### src/hw/rtl/apb_pkg.sv
// ----------------------------------------------------------------------------
// apb_pkg
// Types, codes and helpers shared by the pixel blend block.
// ----------------------------------------------------------------------------
package apb_pkg;

	localparam int unsigned FmtW   = 2;
	localparam int unsigned IdxW   = 2;
	localparam int unsigned ChanW  = 8;
	localparam int unsigned ProdW  = 2 * ChanW;
	localparam int unsigned NChan  = 4;
	localparam int unsigned PixW   = NChan * ChanW;

	localparam logic [FmtW-1:0] FMT_XRGB   = 2'd0;
	localparam logic [FmtW-1:0] FMT_ZRGB   = 2'd1;
	localparam logic [FmtW-1:0] FMT_ARGB   = 2'd2;
	localparam logic [FmtW-1:0] FMT_BARGB  = 2'd3;

	localparam logic [IdxW-1:0] REG_SOURCE_FORMAT = 2'd0;
	localparam logic [IdxW-1:0] REG_TARGET_FORMAT = 2'd1;

	localparam logic [PixW-1:0]  RGB_MASK   = 32'h00FF_FFFF;
	localparam logic [PixW-1:0]  ALPHA_ONE  = 32'hFF00_0000;
	localparam logic [PixW-1:0]  ALPHA_ZERO = 32'h0000_0000;
	localparam logic [ChanW-1:0] CHAN_MAX   = 8'd255;

	typedef struct packed {
		logic [PixW-1:0] source_pixel;
		logic [PixW-1:0] target_pixel;
	} in_item_t;

	typedef struct packed {
		logic [PixW-1:0] result_pixel;
		logic            changed;
	} out_item_t;

	typedef struct packed {
		logic blend;
		logic keep_alpha;
		logic changed;
	} blend_ctl_t;

	// floor(x / 255), exact for x <= 255 * 255
	function automatic logic [ChanW-1:0] div255(input logic [ProdW-1:0] x);
		logic [ProdW:0] xp;
		logic [ProdW:0] sum;
		begin
			xp  = {1'b0, x} + 17'd1;
			sum = xp + (xp >> ChanW);
			return sum[ProdW-1:ChanW];
		end
	endfunction

endpackage

### src/hw/rtl/argb_pixel_blend.sv
// ----------------------------------------------------------------------------
// argb_pixel_blend
// ARGB8888 source-over blend with copy, alpha-force and skip modes.
//
//   channel  handshake           payload
//   in       in_valid/in_stall   in_data   (source_pixel, target_pixel)
//   out      out_valid/out_stall out_data  (result_pixel, changed)
//   cfg      cfg_we              cfg_index, cfg_data
//
// Four register stages: input, products, divide by 255, sum and pack.
// One item per cycle unless out_stall holds the stages back; an accepted
// item goes through the products, divide and pack stages before out_valid rises.
// Each stage advances when it is empty or the next stage advances, so
// bubbles close up under out_stall and a stall drops or repeats nothing.
// arst_n clears the valid bits and sets both format registers to 0.
// ----------------------------------------------------------------------------
module argb_pixel_blend import apb_pkg::*; (
	input  logic            clk,
	input  logic            arst_n,
	input  logic            cfg_we,
	input  logic [IdxW-1:0] cfg_index,
	input  logic [FmtW-1:0] cfg_data,
	input  logic            in_valid,
	output logic            in_stall,
	input  in_item_t        in_data,
	output logic            out_valid,
	input  logic            out_stall,
	output out_item_t       out_data
);

	logic [FmtW-1:0] src_fmt_q, tgt_fmt_q;

	logic valid_s1, valid_s2, valid_s3, valid_s4;
	logic en_s1, en_s2, en_s3, en_s4;

	in_item_t   item_s1;

	blend_ctl_t ctl_s2, ctl_s3, ctl_s4;
	logic [PixW-1:0]  bypass_s2, bypass_s3;
	logic [ProdW-1:0] sprod_s2 [NChan];
	logic [ProdW-1:0] tprod_s2 [NChan];
	logic [ChanW-1:0] squot_s3 [NChan];
	logic [ChanW-1:0] tquot_s3 [NChan];
	logic [PixW-1:0]  pix_s4;

	blend_ctl_t      ctl_d;
	logic [PixW-1:0] bypass_d;
	logic [ChanW-1:0] alpha_d;
	logic [ChanW-1:0] inv_alpha_d;
	logic [PixW-1:0]  mix_d;

	assign en_s4 = !valid_s4 || !out_stall;
	assign en_s3 = !valid_s3 || en_s4;
	assign en_s2 = !valid_s2 || en_s3;
	assign en_s1 = !valid_s1 || en_s2;
	assign in_stall = !en_s1;

	always_ff @(posedge clk or negedge arst_n) begin
		if (!arst_n) begin
			src_fmt_q <= FMT_XRGB;
			tgt_fmt_q <= FMT_XRGB;
		end else if (cfg_we) begin
			if (cfg_index == REG_SOURCE_FORMAT) begin
				src_fmt_q <= cfg_data;
			end else if (cfg_index == REG_TARGET_FORMAT) begin
				tgt_fmt_q <= cfg_data;
			end
		end
	end

	// mode decode and bypass pixel
	always_comb begin
		logic check;
		logic force_one;
		logic skip;
		check       = 1'b0;
		force_one   = 1'b0;
		skip        = 1'b0;
		ctl_d       = '{blend: 1'b0, keep_alpha: 1'b1, changed: 1'b1};
		alpha_d     = item_s1.source_pixel[PixW-1 -: ChanW];
		inv_alpha_d = CHAN_MAX - alpha_d;
		priority if (src_fmt_q == FMT_BARGB) begin
			check = 1'b1;
			ctl_d.keep_alpha = (tgt_fmt_q != FMT_ZRGB);
		end else if (src_fmt_q == FMT_ARGB) begin
			check = 1'b1;
			ctl_d.blend = 1'b1;
			ctl_d.keep_alpha = (tgt_fmt_q != FMT_ZRGB);
		end else if (tgt_fmt_q == FMT_ARGB || tgt_fmt_q == FMT_BARGB) begin
			ctl_d.keep_alpha = 1'b0;
			force_one = 1'b1;
		end else if (tgt_fmt_q == FMT_ZRGB && src_fmt_q == FMT_XRGB) begin
			ctl_d.keep_alpha = 1'b0;
		end else begin
			ctl_d.keep_alpha = 1'b1;
		end
		if (alpha_d == CHAN_MAX || !check) begin
			ctl_d.blend = 1'b0;
		end
		skip = check && (alpha_d == '0);
		if (skip) begin
			ctl_d.blend   = 1'b0;
			ctl_d.changed = 1'b0;
			bypass_d      = item_s1.target_pixel;
		end else if (ctl_d.keep_alpha) begin
			bypass_d = item_s1.source_pixel;
		end else begin
			bypass_d = (force_one ? ALPHA_ONE : ALPHA_ZERO) | (item_s1.source_pixel & RGB_MASK);
		end
	end

	always_ff @(posedge clk or negedge arst_n) begin
		if (!arst_n) begin
			valid_s1 <= 1'b0;
			valid_s2 <= 1'b0;
			valid_s3 <= 1'b0;
			valid_s4 <= 1'b0;
		end else begin
			if (en_s1) valid_s1 <= in_valid;
			if (en_s2) valid_s2 <= valid_s1;
			if (en_s3) valid_s3 <= valid_s2;
			if (en_s4) valid_s4 <= valid_s3;
		end
	end

	always_ff @(posedge clk) begin
		if (en_s1 && in_valid) begin
			item_s1 <= in_data;
		end
		if (en_s2 && valid_s1) begin
			ctl_s2    <= ctl_d;
			bypass_s2 <= bypass_d;
			for (int i = 0; i < NChan - 1; i++) begin
				sprod_s2[i] <= ProdW'(item_s1.source_pixel[i*ChanW +: ChanW]) *
					ProdW'(alpha_d);
				tprod_s2[i] <= ProdW'(item_s1.target_pixel[i*ChanW +: ChanW]) *
					ProdW'(inv_alpha_d);
			end
			sprod_s2[NChan-1] <= ProdW'(alpha_d) * ProdW'(alpha_d);
			tprod_s2[NChan-1] <= ProdW'(item_s1.target_pixel[PixW-1 -: ChanW]) *
				ProdW'(inv_alpha_d);
		end
		if (en_s3 && valid_s2) begin
			ctl_s3    <= ctl_s2;
			bypass_s3 <= bypass_s2;
			for (int i = 0; i < NChan; i++) begin
				squot_s3[i] <= div255(sprod_s2[i]);
				tquot_s3[i] <= div255(tprod_s2[i]);
			end
		end
		if (en_s4 && valid_s3) begin
			ctl_s4 <= ctl_s3;
			pix_s4 <= ctl_s3.blend ? mix_d : bypass_s3;
		end
	end

	always_comb begin
		for (int i = 0; i < NChan; i++) begin
			mix_d[i*ChanW +: ChanW] = squot_s3[i] + tquot_s3[i];
		end
		if (!ctl_s3.keep_alpha) begin
			mix_d[PixW-1 -: ChanW] = '0;
		end
	end

	assign out_valid             = valid_s4;
	assign out_data.result_pixel = pix_s4;
	assign out_data.changed      = ctl_s4.changed;

endmodule

### config.mk
export PLATFORM = sky130hd
export DESIGN_NAME = argb_pixel_blend
export DESIGN_NICKNAME = d
export VERILOG_FILES = /design/src/hw/rtl/apb_pkg.sv /design/src/hw/rtl/argb_pixel_blend.sv
export SDC_FILE = /design/constraint.sdc
export NUM_CORES = 2
export LEC_CHECK = 0
export BUFFER_PORTS_ARGS = -buffer_cell sky130_fd_sc_hd__buf_2
export CAP_MARGIN = 20
export CELL_PAD_IN_SITES_DETAIL_PLACEMENT = 1
export CELL_PAD_IN_SITES_GLOBAL_PLACEMENT = 1
export CORE_MARGIN = 2
export CORE_UTILIZATION = 52
export CTS_BUF_LIST = sky130_fd_sc_hd__clkbuf_8 sky130_fd_sc_hd__clkbuf_16
export DETAILED_ROUTE_END_ITERATION = 8
export PLACE_DENSITY = 0.89
export SLEW_MARGIN = 0
export SYNTH_ARGS = -nofsm -noshare
export SYNTH_HDL_FRONTEND = slang
export SYNTH_SLANG_ARGS = --single-unit
### constraint.sdc
create_clock -name clk -period 6.1 [get_ports clk]
set_input_delay 1.525 -clock clk [delete_from_list [all_inputs] [get_ports clk]]
set_output_delay 1.525 -clock clk [all_outputs]
set_load 0.03 [all_outputs]
# Word level (Yosys, flattened, before mapping)
# Memory sizes are Yosys's and may differ from the RTL's.
# Cells that the tools add are included.
# Widths: inputs -> output; s select.
[word_totals]
word_cells = 105
output_inout_bits = 35
input_bits = 73
ram_bits = 192
romBits = 0
latch_bits = 0
memories = 4
ff_bits = 175
[memory_table]
columns = ["name", "depth", "word_bits", "read_ports", "rd_ports_with_merged_regs", "write_ports", "line", "rtl"]
rows = [
  ["sprod_s2", 4, 16, 4, 0, 4, "argb_pixel_blend.sv:40", "logic [ProdW-1:0] sprod_s2 [NChan];"],
  ["tprod_s2", 4, 16, 4, 0, 4, "argb_pixel_blend.sv:41", "logic [ProdW-1:0] tprod_s2 [NChan];"],
  ["squot_s3", 4, 8, 4, 0, 4, "argb_pixel_blend.sv:42", "logic [ChanW-1:0] squot_s3 [NChan];"],
  ["tquot_s3", 4, 8, 4, 0, 4, "argb_pixel_blend.sv:43", "logic [ChanW-1:0] tquot_s3 [NChan];"],
]
[classes]
mul = 8
add_sub_neg = 21
n_shift = 0
div = 0
bitwise = 2
reduce_logical = 25
muxes = 19
n_lt_le_gt_ge = 0
eq_ne = 8
[ops]
columns = ["operator", "n"]
rows = [
  ["$add 16x1->17 const B", 8],
  ["$add 16x9->16", 8],
  ["$mul 8x8->16", 8],
  ["$mux 32", 4],
  ["$add 8x8->8", 4],
  ["$or 32x24->32", 1],
  ["$mux 1", 14],
  ["$eq 2x2->1 const B", 4],
  ["$eq 8x8->1 const B", 1],
  ["$logic_not 8->1", 1],
  ["$mux 8", 1],
  ["$sub 8x8->8 const A", 1],
  ["$logic_not 1->1", 7],
  ["$logic_and 1x1->1", 6],
  ["$logic_or 1x1->1", 6],
  ["$eq 2x1->1 const B", 2],
  ["$logic_not 2->1", 2],
  ["$reduce_and 3->1", 1],
  ["$reduce_or 3->1", 1],
  ["$ne 2x1->1 const B", 1],
  ["$reduce_and 2->1", 1],
  ["$not 1->1", 1],
]

# Longest topological paths before layout
[depth]
word_depth = 9
mapped_depth = 19
mapped_depth_nobuf = 17

# Least setup slack after synthesis
# No wires, ideal clock.
[synth_timing]
path_type = "in2reg"
from = "input port out_stall"
to = "register bypass_s3[0] (enable)"
cell_stages = 2
setup_time_ns = 0.570
t_required_ns = 5.530
path_buffers = 0
path_slack_ns = -0.561
arrival_time_ns = 6.092
path_cell_list = "and3_1 > nor2b_1"
[synth_via]
elab_chain_cells = 4
[synth_rtl]
columns = ["item", "line", "rtl"]
rows = [
  ["start: declaration", "argb_pixel_blend.sv:27", "input logic out_stall,"],
  ["$logic_not 1->1", "argb_pixel_blend.sv:52", "assign en_s4 = !valid_s4 || !out_stall;"],
  ["$logic_or 1x1->1", "argb_pixel_blend.sv:52", ""],
  ["$logic_or 1x1->1", "argb_pixel_blend.sv:53", "assign en_s3 = !valid_s3 || en_s4;"],
  ["$logic_and 1x1->1", "argb_pixel_blend.sv:143", "if (en_s3 && valid_s2) begin"],
  ["end signal: assignment", "argb_pixel_blend.sv:145", "bypass_s3 <= bypass_s2;"],
  ["end: declaration", "argb_pixel_blend.sv:39", "logic [PixW-1:0] bypass_s2, bypass_s3;"],
]
# No other way between the ends.
# A chain may end at the register's enable or synchronous reset.

==> flow_summary.json <==
{
  "nFillCells": 7043,
  "io_buffers": 107,
  "synth_area_um2": 33640,
  "final_cell_mix": "inv_1, ha_1, edfxtp_1, fa_1, nand2_1",
  "rows": 93,
  "reg2regPathDepth": 16,
  "path_clk_slew_ns": 0.07,
  "netlist_instances": 3228,
  "drt_pass1_iterations": 5,
  "first_iter_violations": 1213,
  "die_area_um2": 66740,
  "fp.dieH_um": 258.3,
  "synth_nets": 3961,
  "cts_max_path_buffers": 3,
  "gp_congestion": 0.8801,
  "wire_per_inst_um": 22.61,
  "antenna_found_initial": 2,
  "cp-end-kind": "flip-flop",
  "drive_above_1_share_pct": 7.823,
  "dpl_cell_area_um2": 35200,
  "grt_setup_unrepaired": "false",
  "critPathMaxFanout": 61,
  "h-tree-depth": 2,
  "root_buffer": "clkbuf_16",
  "max_freq_mhz": 177.1,
  "fin_skew_ns": 0.02581,
  "synth-async-reset-ratio_pct": 2.186,
  "layout_commonest_cell": "inv_1",
  "p_leak_nw": 16.42,
  "hold_path_depth": 0,
  "grt_use_total_pct": 29.21,
  "maxCapViolCount": 0,
  "setup_tns_ns": 0,
  "hold-worst-slack_ns": 0.4174,
  "area_delta_synth_final_pct": 9.050,
  "antenna_left": 0,
  "worst_setup_path_start_kind": "flip-flop",
  "nets": 4059,
  "synth_edf_count": 358,
  "io_pins": 108,
  "yosysWarningCount": 0,
  "reg2reg_from": "alpha_d[3]",
  "numCtsBuffers": 45,
  "ys_ff_latch": 366,
  "r2r_slack_ns": 0.45,
  "relSlewSlack_pct": 39.16,
  "grt_pass1_vias": 28100,
  "initial_core_util_pct": 52.37,
  "grt_pass1_wl_um": 152000,
  "ir_drop_mv": 0.3064,
  "synth_flop_cell": "edfxtp_1",
  "die_w_um": 258.3,
  "cts_resized": 0,
  "critical_path_class": "reg -> reg",
  "grt_max_degree": 100,
  "vias": 24210,
  "min_period_ns": 5.646,
  "cts.sinks": 366,
  "report.power.total_mw": 15.87,
  "avgSynthCellArea_um2": 10.42,
  "setup-violations-final": 0,
  "ys_seq_area_share_pct": 32.55,
  "outcome": "finished clean",
  "worst_r2r_endpoint": "sprod_s2[3][15]",
  "coreArea_um2": 64230,
  "drv_slew": 0,
  "fin_crit_sh_pct": 92.56,
  "fin_area_um2": 36680,
  "place_hpwl_um": 69430,
  "worstMarginPinSlew_ns": 0.9107,
  "hold_path_class": "reg -> reg",
  "cp.arrival_ns": 5.98,
  "synth_cell_types": 67,
  "crit_required_ns": 6.43,
  "vias_per_cell": 5.741,
  "drc": 0,
  "min_to": "bypass_s3[14]",
  "clock_latency_ns": 0.60,
  "hold_buffers": 0,
  "cts_tree": "done",
  "hp-start": "bypass_s2[14]",
  "diodes": 0,
  "final_hold_viol_count": 0,
  "wirelength_um": 95360,
  "gr-total-overflow": 0,
  "cts_setup_buffers": 0,
  "cellPowerDensity_nw_per_um2": 432.7
}
[power by group]
group / total, mW / switching [mW] / leakage [nW] / internal [mW]
combinational: 8.51 / 4.91 / 12.1 / 3.59
clock: 2.69 / 1.16 / 0.742 / 1.54
sequential: 4.67 / 0.709 / 3.57 / 3.96
[logic make-up (layout without fill, tap and decap cells)]
| family | count (synthesis) | after routing | synth area share [%] |
|---|---|---|---|
| mux | 25 | 25 | 0.8257 |
| simple gates | 1098 | 1098 | 17.52 |
| xor+xnor | 255 | 255 | 6.639 |
| fa+ha+maj | 660 | 660 | 30.82 |
| flops | 366 | 366 | 32.55 |
| buf+inv | 519 | 653 | 5.799 |
| compound gates | 305 | 305 | 5.847 |
[worst max-delay path, stage by stage (launching register included)]
cell and delay (ns):
edfxtp_1 0.34, buf_4 0.63, nand2_1 0.19, fa_1 0.57, inv_1 0.08, fa_1 0.52
fa_1 0.56, inv_1 0.06, fa_1 0.53, inv_1 0.05, ha_1 0.35, a21oi_1 0.16
a21oi_1 0.07, and4_1 0.21, a2111oi_0 0.65, a21oi_1 0.21, xnor2_1 0.17
[sequential cells by signal, indices dropped and copies added (netlist names), 32 cells and up]
signal	count
tquot_s3	32
item_s1	56
pix_s4	32
bypass_s3	32
sprod_s2	63
bypass_s2	32
tprod_s2	64
squot_s3	32
[how the worst max path moves through the flow]
stage	end	slack, ns	startpoint	cells after the start
finish	sprod_s2[3][15]	0.45	alpha_d[3]	16
global route	sprod_s2[3][15]	0.1	alpha_d[3]	16
CTS	sprod_s2[3][15]	0.53	alpha_d[3]	16
detailed placement	sprod_s2[3][15]	0.57	alpha_d[3]	16
global placement	sprod_s2[3][15]	0.78	alpha_d[3]	16
floorplan	bypass_s2[0]	0.09	out_stall	3
[layer usage]
metal | global-route usage [%] | vias up | wire (um)
met2 | 54.72 | 715 | 50110
li1 | - | 10920 | -
met4 | 13.79 | 0 | 5017
met1 | 32.56 | 12260 | 35770
met3 | 4.137 | 316 | 4465
met5 | 0 | - | 0
[synth_stat cells, drive strengths merged (22+ instances only)]
cell type  count  share of area (%)
a21o          23               0.51
a21oi         99                1.5
and2         179                3.3
and3          25               0.47
clkbuf        77               0.86
edfxtp       358                 32
fa           281                 17
ha           379                 14
inv          435                4.9
mux2          22               0.74
nand2        238                2.7
nand2b        54                1.0
nand3         69                1.1
nand4         30               0.60
nor2         154                1.7
nor2b        226                4.2
nor3          46               0.78
o21a          33               0.74
o21ai         59               0.88
xnor2        180                4.7
xor2          75                2.0
[stage by stage]
step                      util [%]  std cells  setup slack (ns)
after floorplan                  -       3228           0.08565
after global placement       54.81       4133            0.7758
after detailed placement     54.81       4133            0.5713
after CTS                    57.07       4216            0.5341
after global routing         57.11       4217           0.09797
final                        57.11       4217            0.4541
[final cells by class]
cell class	count	area, um^2	share of cell area [%]
inverters	435	1633	4.451
clock buffers	48	1190	3.244
multi-input cells	2343	20760	56.60
well taps	855	1070	2.916
clock inverters	35	262.8	0.7163
repair buffers	135	815.8	2.224
flip-flops and latches	366	10950	29.85
(Power assumes the default switching activity.)
